`config.mk`:
```
export PLATFORM = sky130hd
export DESIGN_NAME = stu_div
export DESIGN_NICKNAME = d
export VERILOG_FILES = /design/src/stu_pkg.sv /design/src/stu_div.sv
export SDC_FILE = /design/constraint.sdc
export NUM_CORES = 1
export LEC_CHECK = 0
export BUFFER_PORTS_ARGS = -buffer_cell sky130_fd_sc_hd__buf_2
export CORE_MARGIN = 1.5
export CORE_UTILIZATION = 35
export CTS_CLUSTER_DIAMETER = 80
export DETAILED_ROUTE_END_ITERATION = 6
export PLACE_DENSITY = 0.63
export SYNTH_ARGS = -nofsm -noshare
export SYNTH_HDL_FRONTEND = slang
export SYNTH_SLANG_ARGS = --single-unit
```
`constraint.sdc`:
```
create_clock -name aclk -period 6.14 [get_ports aclk]
set_input_delay 1.228 -clock aclk [delete_from_list [all_inputs] [get_ports aclk]]
set_output_delay 1.228 -clock aclk [all_outputs]
set_load 0.005 [all_outputs]
```
`src/stu_pkg.sv`:
```
package stu_pkg;

    localparam int SpaceDim = 3;
    localparam int CntW     = $clog2(2 * SpaceDim + 1);

    // 0.067 as Q0.32, and 100 in Q16.16 for the percent figure.
    localparam logic [31:0] Frac0p067 = 32'd287762809;
    localparam logic [31:0] DevScale  = 32'd6553600;

    typedef enum logic [2:0] {
        REG_SMOOTH  = 3'd0,
        REG_REST    = 3'd1,
        REG_VISC    = 3'd2,
        REG_SURF    = 3'd3,
        REG_SOUND   = 3'd4,
        REG_CFL     = 3'd5,
        REG_MINSTEP = 3'd6,
        REG_MAXSTEP = 3'd7
    } reg_idx_t;

    typedef enum logic [2:0] {
        S_IDLE,
        S_SQ,
        S_UPD,
        S_GO,
        S_WAIT,
        S_HOLD
    } state_t;

    typedef enum logic [4:0] {
        ST_SMUL,
        ST_SDIV,
        ST_SSQRT,
        ST_ASQRT,
        ST_FDIV,
        ST_FSQRT,
        ST_VSQRT,
        ST_VDIV,
        ST_HH,
        ST_HR0,
        ST_HR1,
        ST_VISC,
        ST_SURF,
        ST_RDIV,
        ST_RSQRT,
        ST_CDIV,
        ST_SAFE,
        ST_DT,
        ST_PMUL,
        ST_PDIV
    } step_t;

    typedef enum logic [1:0] {
        OP_MUL,
        OP_DIV,
        OP_SQRT,
        OP_ALU
    } op_t;

    typedef struct packed {
        logic         start;
        logic [127:0] num;
        logic [63:0]  den;
    } div_req_t;

    typedef struct packed {
        logic        start;
        logic [63:0] x;
    } sqrt_req_t;

    function automatic op_t step_op(input step_t s);
        op_t o;
        case (s)
            ST_SDIV, ST_FDIV, ST_VDIV, ST_VISC, ST_RDIV, ST_CDIV, ST_PDIV: o = OP_DIV;
            ST_SSQRT, ST_ASQRT, ST_FSQRT, ST_VSQRT, ST_RSQRT:              o = OP_SQRT;
            ST_SAFE:                                                       o = OP_ALU;
            default:                                                       o = OP_MUL;
        endcase
        return o;
    endfunction

    function automatic logic [31:0] mag32(input logic [31:0] raw);
        return raw[31] ? (~raw + 32'd1) : raw;
    endfunction

endpackage

```
`src/stu_div.sv`:
```
module stu_div (
    input  logic              aclk,
    input  logic              aresetn,
    input  stu_pkg::div_req_t req,
    output logic              done,
    output logic [63:0]       quo
);
    import stu_pkg::*;

    logic         busy_reg, busy_next;
    logic         done_reg, done_next;
    logic [6:0]   cnt_reg, cnt_next;
    logic [127:0] num_reg, num_next;
    logic [63:0]  den_reg, den_next;
    logic [63:0]  r_reg, r_next;
    logic [63:0]  q_reg, q_next;
    logic         sat_reg, sat_next;
    logic [63:0]  r_sh;
    logic         take;

    // Restoring division, one quotient bit per cycle over the 128-bit dividend.
    always_comb begin
        r_sh      = {r_reg[62:0], num_reg[127]};
        take      = r_reg[63] | (r_sh >= den_reg);
        busy_next = busy_reg;
        done_next = 1'b0;
        cnt_next  = cnt_reg;
        num_next  = num_reg;
        den_next  = den_reg;
        r_next    = r_reg;
        q_next    = q_reg;
        sat_next  = sat_reg;
        if (req.start) begin
            busy_next = 1'b1;
            cnt_next  = 7'd0;
            num_next  = req.num;
            den_next  = req.den;
            r_next    = 64'd0;
            q_next    = 64'd0;
            sat_next  = 1'b0;
        end else if (busy_reg) begin
            num_next = {num_reg[126:0], 1'b0};
            sat_next = sat_reg | q_reg[63];
            r_next   = take ? (r_sh - den_reg) : r_sh;
            q_next   = {q_reg[62:0], take};
            cnt_next = cnt_reg + 7'd1;
            if (cnt_reg == 7'd127) begin
                busy_next = 1'b0;
                done_next = 1'b1;
            end
        end
    end

    always_ff @(posedge aclk) begin
        if (!aresetn) begin
            busy_reg <= 1'b0;
            done_reg <= 1'b0;
        end else begin
            busy_reg <= busy_next;
            done_reg <= done_next;
        end
        cnt_reg <= cnt_next;
        num_reg <= num_next;
        den_reg <= den_next;
        r_reg   <= r_next;
        q_reg   <= q_next;
        sat_reg <= sat_next;
    end

    assign done = done_reg;
    assign quo  = sat_reg ? 64'hFFFF_FFFF_FFFF_FFFF : q_reg;

endmodule

```
# Word-level counts from Yosys, hierarchy flattened
# Cells that the tools add are included.
classes:
  add_sub_neg: 2
  mul: 0
  div_mod_pow: 0
  magnitude_cmp: 1
  eq_ne: 1
  n_shift: 0
  n_mux: 8
  bitwise: 4
  n_reduce_logical: 2
ops:
  columns: ["operator", "count"]
  rows:
  - ["$mux 128", 2]
  - ["$mux 64", 2]
  - ["$ge 64x64->1", 1]
  - ["$sub 64x64->64", 1]
  - ["$add 7x1->7 const B", 1]
  - ["$eq 7x7->1 const B", 1]
  - ["$mux 1", 4]
  - ["$reduce_or 3->1", 1]
  - ["$not 1->1", 2]
  - ["$or 1x1->1", 2]
  - ["$reduce_bool 2->1", 1]
word_totals:
  register_bits: 330
  latchBits: 0
  ramBits: 0
  mem_bits_ro: 0
  input_bits: 195
  wordCells: 26
  n_memories: 0

# Longest topological paths before layout
logic_depth:
  word_depth: 4
  ltp_mapped: 16

# Worst setup path before layout
# OpenSTA, ideal clock, no wires.
synth_path:
  kind: "input-to-reg"
  startpoint: "input port req[192] (netlist name)"
  endpoint: "register num_reg[0] (enable)"
  arrival_ps: 4233
  required_ps: 5659
  setup_slack_ps: 1426
  stages: 4
  path_buffers: 2
  path_cell_list: "clkbuf_1 -> clkbuf_1 -> nor2_1 -> inv_1"
synth_via:
  elab_chain_len: 1
synth_rtl:
  columns: ["element", "line_no", "text"]
  rows:
  - ["start: declaration", "stu_div.sv:4", "input stu_pkg::div_req_t req,"]
  - ["$reduce_bool 2->1 (no source line)", null, null]
  - ["end signal: assignment", "stu_div.sv:63", "num_reg <= num_next;"]
  - ["end: declaration", "stu_div.sv:13", "logic [127:0] num_reg, num_next;"]
# No other way between the ends.
# A chain may end at the register's enable or synchronous reset.

# Worst setup path after layout
layout_path:
  startpoint: "register num_reg[127]"
  endpoint: "register r_reg[61]"
layout_via:
  elab_chain_len: 3
  elab_cells_between_ends: 4
layout_rtl:
  columns: ["element", "line_no", "text"]
  rows:
  - ["$ge 64x64->1", "stu_div.sv:24", "take = r_reg[63] | (r_sh >= den_reg);"]
  - ["$or 1x1->1", "stu_div.sv:24", null]
  - ["$mux 64 (*)", "stu_div.sv:44", "r_next = take ? (r_sh - den_reg) : r_sh;"]
  - ["end signal: assignment", "stu_div.sv:65", "r_reg <= r_next;"]
  - ["end: declaration", "stu_div.sv:15", "logic [63:0] r_reg, r_next;"]
# Mark *: on every way between the ends. The rest lies on a longest branch, timed or not.

==> results by group <==
Setup path
  – Largest delay contributor family on the critical path: simple AND/OR/NAND/NOR gates
  – Cell count along the critical path: 14
  – Crit Path Class: flip-flop to flip-flop
  – Max incr delay on CP: 0.63 ns
  – Buf/Inv on CP: 2
  – Reg2Reg Depth: 14
  – Startpoint types: flip-flop
  – Setup slack, reg-to-reg: slightly below 2 ns
  – Worst setup path start: num_reg[127]
  – Critical Path End Type: flip-flop
  – CP max stage cell: or4_4
  – Worst-path cell chain: inv_1 -> ha_1 -> fa_1 -> nand2b_1 -> a211oi_1 -> nor2_1 -> o21ai_2 -> o2111ai_1 -> a21oi_1 -> o31ai_4 -> buf_4 -> nand2b_1 -> or4_4 -> o211ai_2
  – CP required: 6.62 ns
  – Worst Path Max Fanout: 76
  – Critical Path AT: ~4.7 ns
  – Worst reg2reg path startpoint: num_reg[127]
  – R2R Path End: r_reg[61]
  – Cell mode on critical path: nand2b_1

Synthesis
  – Yosys reg bits: 330
  – Top post-synthesis cells by area: edfxtp_1 33%, dfxtp_1 16%, mux2_2 8.4%
  – Post-synthesis sequential area ratio: roughly half
  – Async SR Flop Fraction: 0%
  – Cell count after synthesis: around 1600
  – Top-area cell type share of the netlist area: approximately a third
  – Cell Area, Synth: roughly 17000 µm²
  – Syn Nets: approximately 1900
  – Synth area leader: edfxtp_1
  – Unique cell type count in the Yosys netlist: just under 80
  – Yosys warns: 0
  – Mean Syn Cell Area: ~11 µm²
  – Ys flop type: edfxtp_1
  – Post-synth EDFFs: 192

Detailed routing
  – Via count: about 13000
  – Routed WL per cell: roughly 16 µm
  – Drt via density: between 4 and 5
  – Total Wirelength: approximately 41000 µm
  – DRT iter0 DRCs: 670
  – First-pass detailed-route iteration total: 5
  – Post-route DRC: 0
  – Final antenna-violating net count: 0

Clock tree
  – Longest Clk Path Bufs: 3
  – H-tree depth: 2
  – Post-CTS sizing: 0
  – Clock sinks: 330
  – Clk Tree Root Cell: clkbuf_16
  – Cts bufs inserted: 40
  – Hold_buf cts: 0
  – CTS tree: done
  – Worst skew pair latency: 0.55 ns
  – Reg clk slew, reported paths: approximately 0.06 ns
  – Post-CTS setup buffers: 0

Global routing
  – Initial antenna violation count: 20
  – Largest net degree at the start of global routing: 78
  – First-pass GRT wire length: between 60000 and 70000 µm
  – All-layer global routing usage: around 16%
  – Grt total ovfl: 0
  – Number of global-route vias before repair: approximately 13000

Timing
  – RSZ-0062 raised after global routing: false
  – Fin worst setup slack: around 2 ns
  – Setup TNS: 0 ns
  – Max-slew headroom at the worst pin: 28.8%
  – Slew Viols, Final: 0
  – Fin. Hold Viols: 0
  – Worst-Margin Slew: approximately 1.1 ns
  – Min Tclk post-route: ~4.2 ns
  – Final period utilization: about two thirds
  – Highest Clock Rate: 0.239 GHz
  – Setup Skew: around 0.016 ns
  – Final setup viols: 0

Min path
  – Worst Hold Path Cells: 2
  – Worst min-delay path category: flip-flop to flip-flop
  – Hold Startpoint: r_reg[1]
  – Min-Delay Endpoint: r_reg[1]

Power and ir drop
  – Combinational share of power: 14.9%
  – Lkg Pwr: between 8 and 9 nW
  – Clock share of power: between 30% and 40%
  – Psw: 1.47 mW
  – Pwr Density: about 280 nW/µm²
  – Internal power: around 4.3 mW
  – Fraction of power consumed by sequential logic: between 40% and 50%
  – VDD IR max: 0.000197 V
  – Sw frac: around 26%

Placement
  – Final HPWL DP: roughly 29000 µm
  – Pre-CTS setup slack: 1.93 ns
  – GPL Wtd Cong: a little under 0.9
  – Number of port buffers: between 200 and 300

Outcome
  – Status: finished clean

Floorplan
  – Die H: between 200 and 250 µm
  – IO Count: 260
  – Rows: 81
  – Die W: between 200 and 250 µm
  – CORE AREA: about 50000 µm²
  – Die Area: a little over 50000 µm²
  – Starting density of the core: between 30% and 40%

Layout
  – Largest register FFs: around 130
  – Most frequent cells in the layout: 258 x buf_2, 203 x nor2_1, 192 x edfxtp_1
  – Commonest non-fill, non-tap cell in the layout: buf_2
  – Share of cells above drive strength 1: 29.8%
  – Area Growth Syn to Fin: 18.0%
  – NumNets Final: around 2100

Run
  – Max-cap violation count: 0
-- cells by family (layout without fill, tap and decap cells) --
kind of cell / Yosys count / count (layout) / share of synthesized area, %
and+or+nand+nor: 442 / 442 / 12.0
AOI/OAI and AO/OA: 338 / 338 / 13.3
DFF: 330 / 330 / 49.2
muxes: 213 / 213 / 13.3
buffers and inverters: 185 / 431 / 4.39
adders and majority gates: 66 / 66 / 4.80
xor gates and xnor gates: 61 / 61 / 3.08
other: 0 / 4 / 0
-- final cells by class --
class,count,area (µm²)
Inverter,90,340
Clock buffer,56,1170
Timing Repair Buffer,270,1390
Tap cell,664,831
Multi-Input combinational cell,1120,8070
Fill cell,4730,28500
Clock inverter,15,124
Sequential cell,330,8530
Antenna cell,4,10.0
-- cell usage after synthesis, drive strengths merged, types with 3 or more instances --
| master | count |
|---|---|
| nand4 | 28 |
| or3 | 5 |
| and4 | 3 |
| a21oi | 113 |
| o21ai | 55 |
| nor2 | 204 |
| o31ai | 4 |
| nand2 | 73 |
| nand3 | 7 |
| buf | 25 |
| mux2 | 131 |
| dfxtp | 138 |
| o211ai | 6 |
| nand2b | 8 |
| nor4 | 5 |
| clkbuf | 70 |
| a311oi | 4 |
| a21boi | 8 |
| ha | 65 |
| xor2 | 29 |
| mux2i | 82 |
| edfxtp | 192 |
| o21bai | 8 |
| and3 | 13 |
| o31a | 5 |
| inv | 90 |
| o22ai | 7 |
| a211oi | 58 |
| xnor2 | 32 |
| o21a | 12 |
| or2 | 65 |
| nor2b | 5 |
| a31oi | 9 |
| a21o | 23 |
| a221oi | 6 |
| and2 | 8 |
| nor3 | 12 |
| a32oi | 3 |
-- tightest hold or removal path, stage by stage, from the launching register on --
cell,delay (ns)
dfxtp_1,0.32
nand2_1,0.07
a21oi_1,0.05
-- power groups by stage --
stage	logic (mW)	registers, mW	clock network, mW
2_1_floorplan	0.645	2.61	0
3_3_place_gp	0.838	2.63	0
3_5_place_dp	0.853	2.64	0
4_1_cts	0.857	2.60	2.39
5_1_grt	0.949	2.61	2.48
6_report	0.854	2.59	2.29
-- through the flow --
stage	area, µm²	power [mW]	instances	hold slack (ns)	utilization, %
after floorplan	17300	3.26	1635	0.458	-
after global placement	19200	3.47	2474	0.468	39.2
after detailed placement	19200	3.49	2474	0.481	39.2
after CTS	20500	5.84	2545	0.489	41.8
after global routing	20500	6.04	2547	0.518	41.8
final	20500	5.74	2549	0.487	41.8
-- per-layer routing --
metal	global-route usage (%)	routed length, µm
met4	5.76	1050
met5	0	155
met1	19.4	17600
met2	25.8	18800
met3	5.62	3120
-- worst max path at each step --
stage            endpoint  slack (ns)
3_5_place_dp    r_reg[61]        1.93
3_3_place_gp    r_reg[61]        1.98
6_report        r_reg[61]        1.95
4_1_cts         r_reg[61]        1.91
5_1_grt         r_reg[61]        1.55
2_1_floorplan  num_reg[0]        1.43
Note: power is estimated with default switching activity, not from simulation.
