===== config.mk =====
export PLATFORM = sky130hd
export DESIGN_NAME = stu_sqrt
export DESIGN_NICKNAME = d
export VERILOG_FILES = /design/src/stu_pkg.sv /design/src/stu_sqrt.sv
export SDC_FILE = /design/constraint.sdc
export NUM_CORES = 1
export LEC_CHECK = 0
export ABC_AREA = 1
export BUFFER_PORTS_ARGS = -buffer_cell sky130_fd_sc_hd__buf_4
export CORE_UTILIZATION = 49
export CTS_BUF_LIST = sky130_fd_sc_hd__clkbuf_4 sky130_fd_sc_hd__clkbuf_8 sky130_fd_sc_hd__clkbuf_16
export CTS_CLUSTER_SIZE = 30
export DETAILED_ROUTE_END_ITERATION = 12
export PLACE_DENSITY_LB_ADDON = 0.1
export SLEW_MARGIN = 20
export SYNTH_ARGS = -nofsm -noshare
export SYNTH_HDL_FRONTEND = slang
export SYNTH_SLANG_ARGS = --single-unit

===== constraint.sdc =====
create_clock -name aclk -period 6.4 [get_ports aclk]
set_input_delay 0.32 -clock aclk [delete_from_list [all_inputs] [get_ports aclk]]
set_output_delay 0.32 -clock aclk [all_outputs]
set_load 0.005 [all_outputs]

===== src/stu_pkg.sv =====
package stu_pkg;

    localparam int SpaceDim = 3;
    localparam int CntW     = $clog2(2 * SpaceDim + 1);

    // 0.067 as Q0.32, and 100 in Q16.16 for the percent figure.
    localparam logic [31:0] Frac0p067 = 32'd287762809;
    localparam logic [31:0] DevScale  = 32'd6553600;

    typedef enum logic [2:0] {
        REG_SMOOTH  = 3'd0,
        REG_REST    = 3'd1,
        REG_VISC    = 3'd2,
        REG_SURF    = 3'd3,
        REG_SOUND   = 3'd4,
        REG_CFL     = 3'd5,
        REG_MINSTEP = 3'd6,
        REG_MAXSTEP = 3'd7
    } reg_idx_t;

    typedef enum logic [2:0] {
        S_IDLE,
        S_SQ,
        S_UPD,
        S_GO,
        S_WAIT,
        S_HOLD
    } state_t;

    typedef enum logic [4:0] {
        ST_SMUL,
        ST_SDIV,
        ST_SSQRT,
        ST_ASQRT,
        ST_FDIV,
        ST_FSQRT,
        ST_VSQRT,
        ST_VDIV,
        ST_HH,
        ST_HR0,
        ST_HR1,
        ST_VISC,
        ST_SURF,
        ST_RDIV,
        ST_RSQRT,
        ST_CDIV,
        ST_SAFE,
        ST_DT,
        ST_PMUL,
        ST_PDIV
    } step_t;

    typedef enum logic [1:0] {
        OP_MUL,
        OP_DIV,
        OP_SQRT,
        OP_ALU
    } op_t;

    typedef struct packed {
        logic         start;
        logic [127:0] num;
        logic [63:0]  den;
    } div_req_t;

    typedef struct packed {
        logic        start;
        logic [63:0] x;
    } sqrt_req_t;

    function automatic op_t step_op(input step_t s);
        op_t o;
        case (s)
            ST_SDIV, ST_FDIV, ST_VDIV, ST_VISC, ST_RDIV, ST_CDIV, ST_PDIV: o = OP_DIV;
            ST_SSQRT, ST_ASQRT, ST_FSQRT, ST_VSQRT, ST_RSQRT:              o = OP_SQRT;
            ST_SAFE:                                                       o = OP_ALU;
            default:                                                       o = OP_MUL;
        endcase
        return o;
    endfunction

    function automatic logic [31:0] mag32(input logic [31:0] raw);
        return raw[31] ? (~raw + 32'd1) : raw;
    endfunction

endpackage


===== src/stu_sqrt.sv =====
module stu_sqrt (
    input  logic               aclk,
    input  logic               aresetn,
    input  stu_pkg::sqrt_req_t req,
    output logic               done,
    output logic [31:0]        root
);
    import stu_pkg::*;

    logic        busy_reg, busy_next;
    logic        done_reg, done_next;
    logic [4:0]  cnt_reg, cnt_next;
    logic [63:0] x_reg, x_next;
    logic [33:0] rem_reg, rem_next;
    logic [31:0] root_reg, root_next;
    logic [35:0] rem_sh, trial;
    logic        take;

    // Digit-by-digit square root, one result bit per cycle.
    always_comb begin
        rem_sh    = {rem_reg, x_reg[63:62]};
        trial     = {2'b00, root_reg, 2'b01};
        take      = rem_sh >= trial;
        busy_next = busy_reg;
        done_next = 1'b0;
        cnt_next  = cnt_reg;
        x_next    = x_reg;
        rem_next  = rem_reg;
        root_next = root_reg;
        if (req.start) begin
            busy_next = 1'b1;
            cnt_next  = 5'd0;
            x_next    = req.x;
            rem_next  = 34'd0;
            root_next = 32'd0;
        end else if (busy_reg) begin
            x_next    = {x_reg[61:0], 2'b00};
            rem_next  = take ? 34'(rem_sh - trial) : rem_sh[33:0];
            root_next = {root_reg[30:0], take};
            cnt_next  = cnt_reg + 5'd1;
            if (cnt_reg == 5'd31) begin
                busy_next = 1'b0;
                done_next = 1'b1;
            end
        end
    end

    always_ff @(posedge aclk) begin
        if (!aresetn) begin
            busy_reg <= 1'b0;
            done_reg <= 1'b0;
        end else begin
            busy_reg <= busy_next;
            done_reg <= done_next;
        end
        cnt_reg  <= cnt_next;
        x_reg    <= x_next;
        rem_reg  <= rem_next;
        root_reg <= root_next;
    end

    assign done = done_reg;
    assign root = root_reg;

endmodule


Yosys cells after proc, flatten, opt, wreduce, memory -nomap -nowiden
Cells that the tools add are included.

operators by class
  mux-type cells = 7
  equality and inequality tests = 1
  reduce and logical (&&, ||, !) cells = 2
  magnitude comparators = 1
  bitwise logic cells = 2
  add/sub/neg operators = 2

operators by type and width
  kind                   number
  $mux W64               2
  $ge A36 B34 Y1         1
  $mux W34               1
  $sub A34 B34 Y34       1
  $add A5 B1 Y5 const B  1
  $eq A5 B5 Y1 const B   1
  $mux W1                4
  $reduce_or A3 Y1       1
  $not A1 Y1             2
  $reduce_bool A2 Y1     1

word-level totals
  bits of input ports = 67
  bits in registers = 137
  output and inout bits = 33

Logic depth before layout (Yosys ltp)
Gate-level depths: netlist (run 1).

  word-level depth = 4
  gate-level depth with buffers = 17

Worst setup path before layout (run 1)
Ideal clock, no wire load.

  path kind = input to register
  from = input req[64] (netlist name)
  to = register x_reg[0], enable pin
  path slack = 3.207 ns
  data required time = 5.946 ns
  setup time = 0.454 ns
  cell stages on the path = 4
  path buffers = 2
  arrival = 2.739 ns
  cells stage by stage = clkbuf_1 nor2_1 clkinv_1 clkbuf_1

between the ends
  cells in the longest elaborated chain, start to end = 1

ends and longest elaborated chain
  what                                 line            RTL
  start, declared                      stu_sqrt.sv:4   input stu_pkg::sqrt_req_t req,
  $reduce_bool A2 Y1 (no source line)  -
  end signal, assigned                 stu_sqrt.sv:57  x_reg <= x_next;
  end, declared                        stu_sqrt.sv:13  logic [63:0] x_reg, x_next;

No other way between the ends.
A chain may end at the register's enable or synchronous reset.

Worst setup path after layout (run 1)
  from = register root_reg[21], in the netlist root[21]
  to = register rem_reg[28]

between the ends
  cells in the longest elaborated chain, start to end = 2
  elaborated cells on any way between the ends = 3
  those cells by class = add/sub: 1; order compare: 1; mux: 1

ends and longest elaborated chain
  what                                                line                            RTL
  start, declared                                     stu_sqrt.sv:15                  logic [31:0] root_reg, root_next;
  start signal, assigned                              stu_sqrt.sv:59                  root_reg <= root_next;
  $sub A34 B34 Y34 or $ge A36 B34 Y1 (tied branches)  stu_sqrt.sv:38, stu_sqrt.sv:23
  $mux W34 (*)                                        stu_sqrt.sv:38                  rem_next = take ? 34'(rem_sh - trial) : rem_sh[33:0];
  end signal, assigned                                stu_sqrt.sv:58                  rem_reg <= rem_next;
  end, declared                                       stu_sqrt.sv:14                  logic [33:0] rem_reg, rem_next;

Mark *: on every way between the ends. The rest lies on a longest branch, timed or not.

==> results of run 1 <==
-- stage by stage --
stage / hold slack (ns) / worst slack, ns
after detailed placement: 0.4475 / 3.562
final: 0.1420 / 3.530
after CTS: 0.1276 / 3.537
after global placement: 0.4408 / 3.633
after global routing: 0.1384 / 3.243
after floorplan: 0.4265 / 3.207
-- kinds of logic (layout without fill, tap and decap cells) --
logic type	count (synthesis)	after routing	synth area share
buf+inv	178	277	0.08639
flops	137	137	0.4172
xor+xnor	16	16	0.01728
fa+ha+maj	36	36	0.05554
compound gates	86	86	0.06248
simple gates	698	698	0.3612
-- worst reg2reg max path, stage by stage, from the launching register on --
cell and delay, ns:
dfxtp_1 0.32, inv_1 0.07, ha_1 0.36, a21oi_1 0.22, nand2_1 0.11, nand2_1 0.07
nand3_1 0.08, nand2_1 0.08, nand2_1 0.08, nor2_4 0.66, nand2_8 0.28, nand2_2 0.24
nand2_1 0.08, nand2_1 0.06, nand2_1 0.04
-- area by class of cell --
cell class / instances / area [um2]
timing repair buffer: 102 / 765.7
tap: 216 / 270.3
inverter: 144 / 541.8
clock inverter: 13 / 122.6
sequential: 137 / 3383
fill: 1597 / 6452
multi-input combinational: 836 / 4031
clock buffer: 18 / 432.9
-- power by group through the flow --
stage          clock [mW]  sequential, mW  combinational, mW
6_report            0.948            1.08               2.27
5_1_grt              1.00            1.09               2.57
4_1_cts             0.962            1.08               2.27
3_5_place_dp            0            1.10               2.26
3_3_place_gp            0            1.10               2.24
2_1_floorplan           0            1.08               1.78
-- layout by cell type, fill, tap and decap left out, types with 2 or more instances in the layout --
cell type	n
a21oi_1	29
and3_1	2
buf_4	102
clkbuf_16	17
clkinv_1	2
clkinv_2	3
clkinv_4	3
clkinvlp_4	2
dfxtp_1	73
edfxtp_1	64
ha_1	36
inv_1	141
inv_6	3
nand2_1	523
nand2_2	3
nand3_1	57
nand3_2	5
nand3b_1	26
nand4_1	9
nor2_1	50
nor2_2	10
nor3_1	7
o21a_1	2
o21ai_0	12
o21bai_1	6
o22ai_1	31
xnor2_1	14
xor2_1	2
-- worst max path at each step --
stage               depth (start not counted)          end  slack, ns  startpoint
global placement                           14  rem_reg[33]       3.63    root[21]
detailed placement                         14  rem_reg[33]       3.56    root[21]
global route                               14  rem_reg[31]       3.24    root[21]
finish                                     14  rem_reg[28]       3.53    root[21]
floorplan                                   4     x_reg[0]       3.21     req[64]
CTS                                        14  rem_reg[28]       3.54    root[21]
-- routing by layer --
metal / track usage / part of all wire / vias to the layer above
li1: - / - / 3827
met1: 0.3040 / 0.45 / 3218
met2: 0.4205 / 0.48 / 173
met3: 0.05334 / 0.050 / 21
met4: 0.07099 / 0.014 / 2
met5: 0 / 0.00066 / -
==> metrics.md, run 1 <==
| Metric | Value |
|---|---|
| Critical-path cell list | inv_1 > ha_1 > a21oi_1 > nand2_1 > nand2_1 > nand3_1 > nand2_1 > nand2_1 > nor2_4 > nand2_8 > nand2_2 > nand2_1 > nand2_1 > nand2_1 |
| Layout cell share with drive strength beyond 1 | 0.1256 |
| Synth top cells by count | nand2_1, inv_1, dfxtp_1, edfxtp_1, nand3_1 |
| Most frequent CP cell | nand2_1 |
| Sink Count | 137 |
| Worst Path Buf+Inv | 1 |
| GRT Total Usage | 0.2433 |
| P_sw | 1.960 mW |
| Initial core utilization | 0.5069 |
| Clock latency on the worst-skew pair | 0.43 ns |
| CP Capture Type | register |
| Worst hold path class | in -> reg |
| Tcrit/Tclk final | 0.4484 |
| Worst path arrival time | 3.18 ns |
| Post-cts sizing count | 0 |
| Drt total wl | 19.61 mm |
| Detailed placer's ending HPWL | 14.09 mm |
| Top-area cell type share of the netlist area | 0.2421 |
| Sequential Power Share | 0.252 |
| Post-Place Cells | 1,435 |
| Worst vdd rail ir drop | roughly 0.26 mV |
| Most used DFF post-synth | dfxtp_1 |
| First-pass GRT wire length | 32.24 mm |
| Sequential fraction of the synthesis area | 0.4172 |
| Global route overflow | 0 |
| Cts bufs inserted | 17 |
| Avg Cell Area, Syn | a little over 7 um2 |
| Post-synthesis cell count | between 1,000 and 1,500 |
| Largest register FFs | 64 |
| Critical Path Max Stage Delay | 0.66 ns |
| Final antenna-violating net count | 0 |
| Yosys top cell by area | nand2_1 |
| Clock Power Share | 0.221 |
| Chip Height | 130.7 um |
| Worst R2R End | rem_reg[28] |
| Minimum clock period | 2.870 ns |
| Core Rows | 46 |
| Post-synthesis async set-or-reset flop share | 0 |
| Cell family with most CP delay | simple AND/OR/NAND/NOR gates |
| Pre-antenna DRT Iters | 6 |
| Initial antenna violation count | 1 |
| Chip width | approximately 130 um |
| Via Count | about 7,200 |
| CP startpoint kind | register |
| Top cells by area, synth | nand2_1, edfxtp_1, dfxtp_1 |
| Post-DP Area | 8992 um2 |
| Final Hold Vio Count | 0 |
| Unrepaired setup endpoints after global routing | no |
| Worst r2r src | root[21] |
| Combinational power share | 0.528 |
| Final Instance Area | ~9500 um2 |
| CTS clock-pin slew for the worst setup and hold paths | 0.07 ns |
| Ports | 100 |
| Drt wl/cell | 13.38 um |
| #FFs+latches synth | 137 |
| Post-Route Utilization | 0.5967 |
| Core Area | 16,000 um2 |
| Netlist cell types | 40 |
| Setup Buffers After CTS | 0 |
| Number of diodes | 0 |
| Leakage power | 4.959 nW |
| Worst-Margin Slew | 1.039 ns |
| Final #Nets | 1,341 |
| Cell Area, Synth | slightly above 8000 um2 |
| Post-CTS Hold Fix Bufs | 0 |
| Initial DRC count | 477 |
| Pins Over Slew Limit | 0 |
| Slowest CP cell | nor2_4 |
| R2R Setup Slk | 3.53 ns |
| WP data required | roughly 6.7 ns |
| Root buffer cell | clkbuf_16 |
| TNS Setup | 0 ns |
| H-tree Lvls | 4 |
| Internal power | 2.339 mW |
| # port buffers | 99 |
| CTS tree | yes |
| Non-filler cells, final | 1,466 |
| WHS Endpoint | busy_reg |
| Vias in the first global route | 6,733 |
| Switching part of the total power | 0.4560 |
| Die ar. | 17,070 um2 |
| Synthesis-to-layout area growth | 17.73% |
| Fmax achieved | 0.3484 GHz |
| Clock skew | 0.01454 ns |
| Max_slew headroom | 0.3028 |
| Final Power | 4.299 mW |
| Syn Nets | 1,254 |
| Max-Cap Viols | 0 |
| DRC Markers | 0 |
| Syn. warnings | 0 |
| Pwr/cell area | about 450 nW/um2 |
| CTS Buffer Depth | 2 |
| Final Setup Violations | 0 |
| Most frequent cell after synthesis | nand2_1 |
| Routability congestion estimate | 0.9676 |
| Vias/cell | 4.939 |
| Largest net degree at the start of global routing | 70 |
| HP Start | aresetn |
| Crit Path Class | reg -> reg |
| Hold Crit Depth | 3 |
| Run status | finished, final reports clean |
| Critical path peak fanout | 35 |
| FF-to-FF path depth | 14 |
| Post-synth EDFFs | 64 |
Power figures use the tool's default switching activity.
==> inputs of run 2 (changes only) <==
Clock period 6.4 ns to 2.5 ns, I/O delays scaled along.
==> metrics.md, run 2 (same netlist as run 1, synthesis figures left out) <==
| Metric | Value |
|---|---|
| Run status | finished, final reports clean |
| Global route overflow | 0 |
| First-pass GRT wire length | between 30 and 40 mm |
| Chip width | 130.7 um |
| Largest register FFs | 64 |
| HP Start | req[37] |
| GRT Total Usage | 0.2644 |
| DRC Markers | 0 |
| # port buffers | 99 |
| Die ar. | 17,070 um2 |
| Drt wl/cell | about 14 um |
| Fmax achieved | between 0.4 and 0.5 GHz |
| Worst hold path class | in -> reg |
| Via Count | 7,638 |
| Critical-path cell list | inv_1 > ha_1 > a21oi_1 > nand2_1 > a21oi_1 > nand3_2 > nand3_4 > buf_4 > nand3b_1 > nand3_1 > nand2_1 |
| CP startpoint kind | register |
| Cts bufs inserted | 17 |
| Layout cell share with drive strength beyond 1 | 0.1321 |
| Initial core utilization | 0.5069 |
| Tcrit/Tclk final | 0.9235 |
| Critical Path Max Stage Delay | 0.37 ns |
| H-tree Lvls | 4 |
| Final Hold Vio Count | 0 |
| Vias in the first global route | 7,357 |
| Number of diodes | 0 |
| Ports | 100 |
| Final antenna-violating net count | 0 |
| Core Rows | 46 |
| Worst r2r src | root[17] |
| Minimum clock period | 2.309 ns |
| Pwr/cell area | 1108 nW/um2 |
| Final Instance Area | ~10,000 um2 |
| Vias/cell | 4.934 |
| Max-Cap Viols | 0 |
| Core Area | 16,000 um2 |
| Post-Route Utilization | 0.6494 |
| Detailed placer's ending HPWL | 15.12 mm |
| Initial DRC count | 482 |
| Final #Nets | approximately 1,400 |
| TNS Setup | 0 ns |
| Synthesis-to-layout area growth | 28.11% |
| Chip Height | between 100 and 150 um |
| CP Capture Type | register |
| Leakage power | ~5.3 nW |
| Slowest CP cell | ha_1 |
| Pins Over Slew Limit | 0 |
| Unrepaired setup endpoints after global routing | no |
| Drt total wl | 21.40 mm |
| Sink Count | 137 |
| Most frequent cells in the layout | nand2_1, inv_1, buf_4 |
| Final Power | between 10 and 15 mW |
| Final Setup Violations | 0 |
| Routability congestion estimate | 0.9625 |
| CTS Buffer Depth | 2 |
| Clock latency on the worst-skew pair | 0.42 ns |
| Commonest non-fill, non-tap cell in the layout | nand2_1 |
| Worst path arrival time | around 2.6 ns |
| Largest net degree at the start of global routing | 46 |
| Critical path peak fanout | 17 |
| Post-DP Area | approximately 9200 um2 |
| CP Launch Point | root[17] |
| CTS clock-pin slew for the worst setup and hold paths | 0.06 ns |
| Initial antenna violation count | 0 |
| Worst-Margin Slew | a little under 0.6 ns |
| Max_slew headroom | 0.6078 |
| CTS tree | yes |
| Worst vdd rail ir drop | 0.7504 mV |
| Crit Path Class | reg -> reg |
| Clock skew | 0.01171 ns |
| Root buffer cell | clkbuf_16 |
| Post-cts sizing count | 0 |
| WP data required | 2.81 ns |
| Pre-antenna DRT Iters | 5 |
| WHS | 0.01374 ns |
run 2: cell type report:
| cell class | instances | area [um2] |
|---|---|---|
| Clock buffer | 18 | 432.9 |
| Clock inverter | 14 | 158.9 |
| Timing Repair Buffer | 183 | 1572 |
| Multi-Input combinational cell | 836 | 4031 |
| Inverter | 144 | 541.8 |
| Fill cell | 1462 | 5610 |
| Sequential cell | 137 | 3383 |
| Tap cell | 216 | 270.3 |
run 2: power by group:
part	total, mW	internal, mW	switching [mW]
combinational	6.20	2.23	3.97
sequential	2.77	2.63	0.136
clock	2.55	1.50	1.04
run 2: repair_timing:
item,CTS,global route
buffers inserted,0,0
hold endpoints to repair,65,0
hold buffers,64,0
run 2: path summary, 6_finish.rpt:
path	to	slack [ns]	cells past startpoint
max	rem_reg[14]	0.19	11
min	x_reg[37]	0.01	3
max reg2reg	rem_reg[14]	0.19	11
min reg2reg	rem_reg[32]	0.46	2
run 2: critical path, delay by kind of cell (launching register included):
kind	cells	cell delay [ns]
simple gates	6	0.68
compound gates	2	0.47
flops	1	0.33
buf+inv	2	0.34
fa+ha+maj	1	0.37
run 2: metal layers:
layer  routed length [um]  vias to the layer above  global-route usage
met5                    0                        -                   0
met4                  366                        0             0.08249
met3                  831                       25             0.05090
met2                10630                      153              0.4709
met1                 9570                     3476              0.3213
li1                     -                     3984                   -
run 2: stage by stage:
step / instances / setup slack, ns
after floorplan: 1151 / 0.3394
after global placement: 1452 / 0.2466
after detailed placement: 1452 / 0.2207
after CTS: 1548 / 0.2120
after global routing: 1548 / 0.001980
final: 1548 / 0.1914
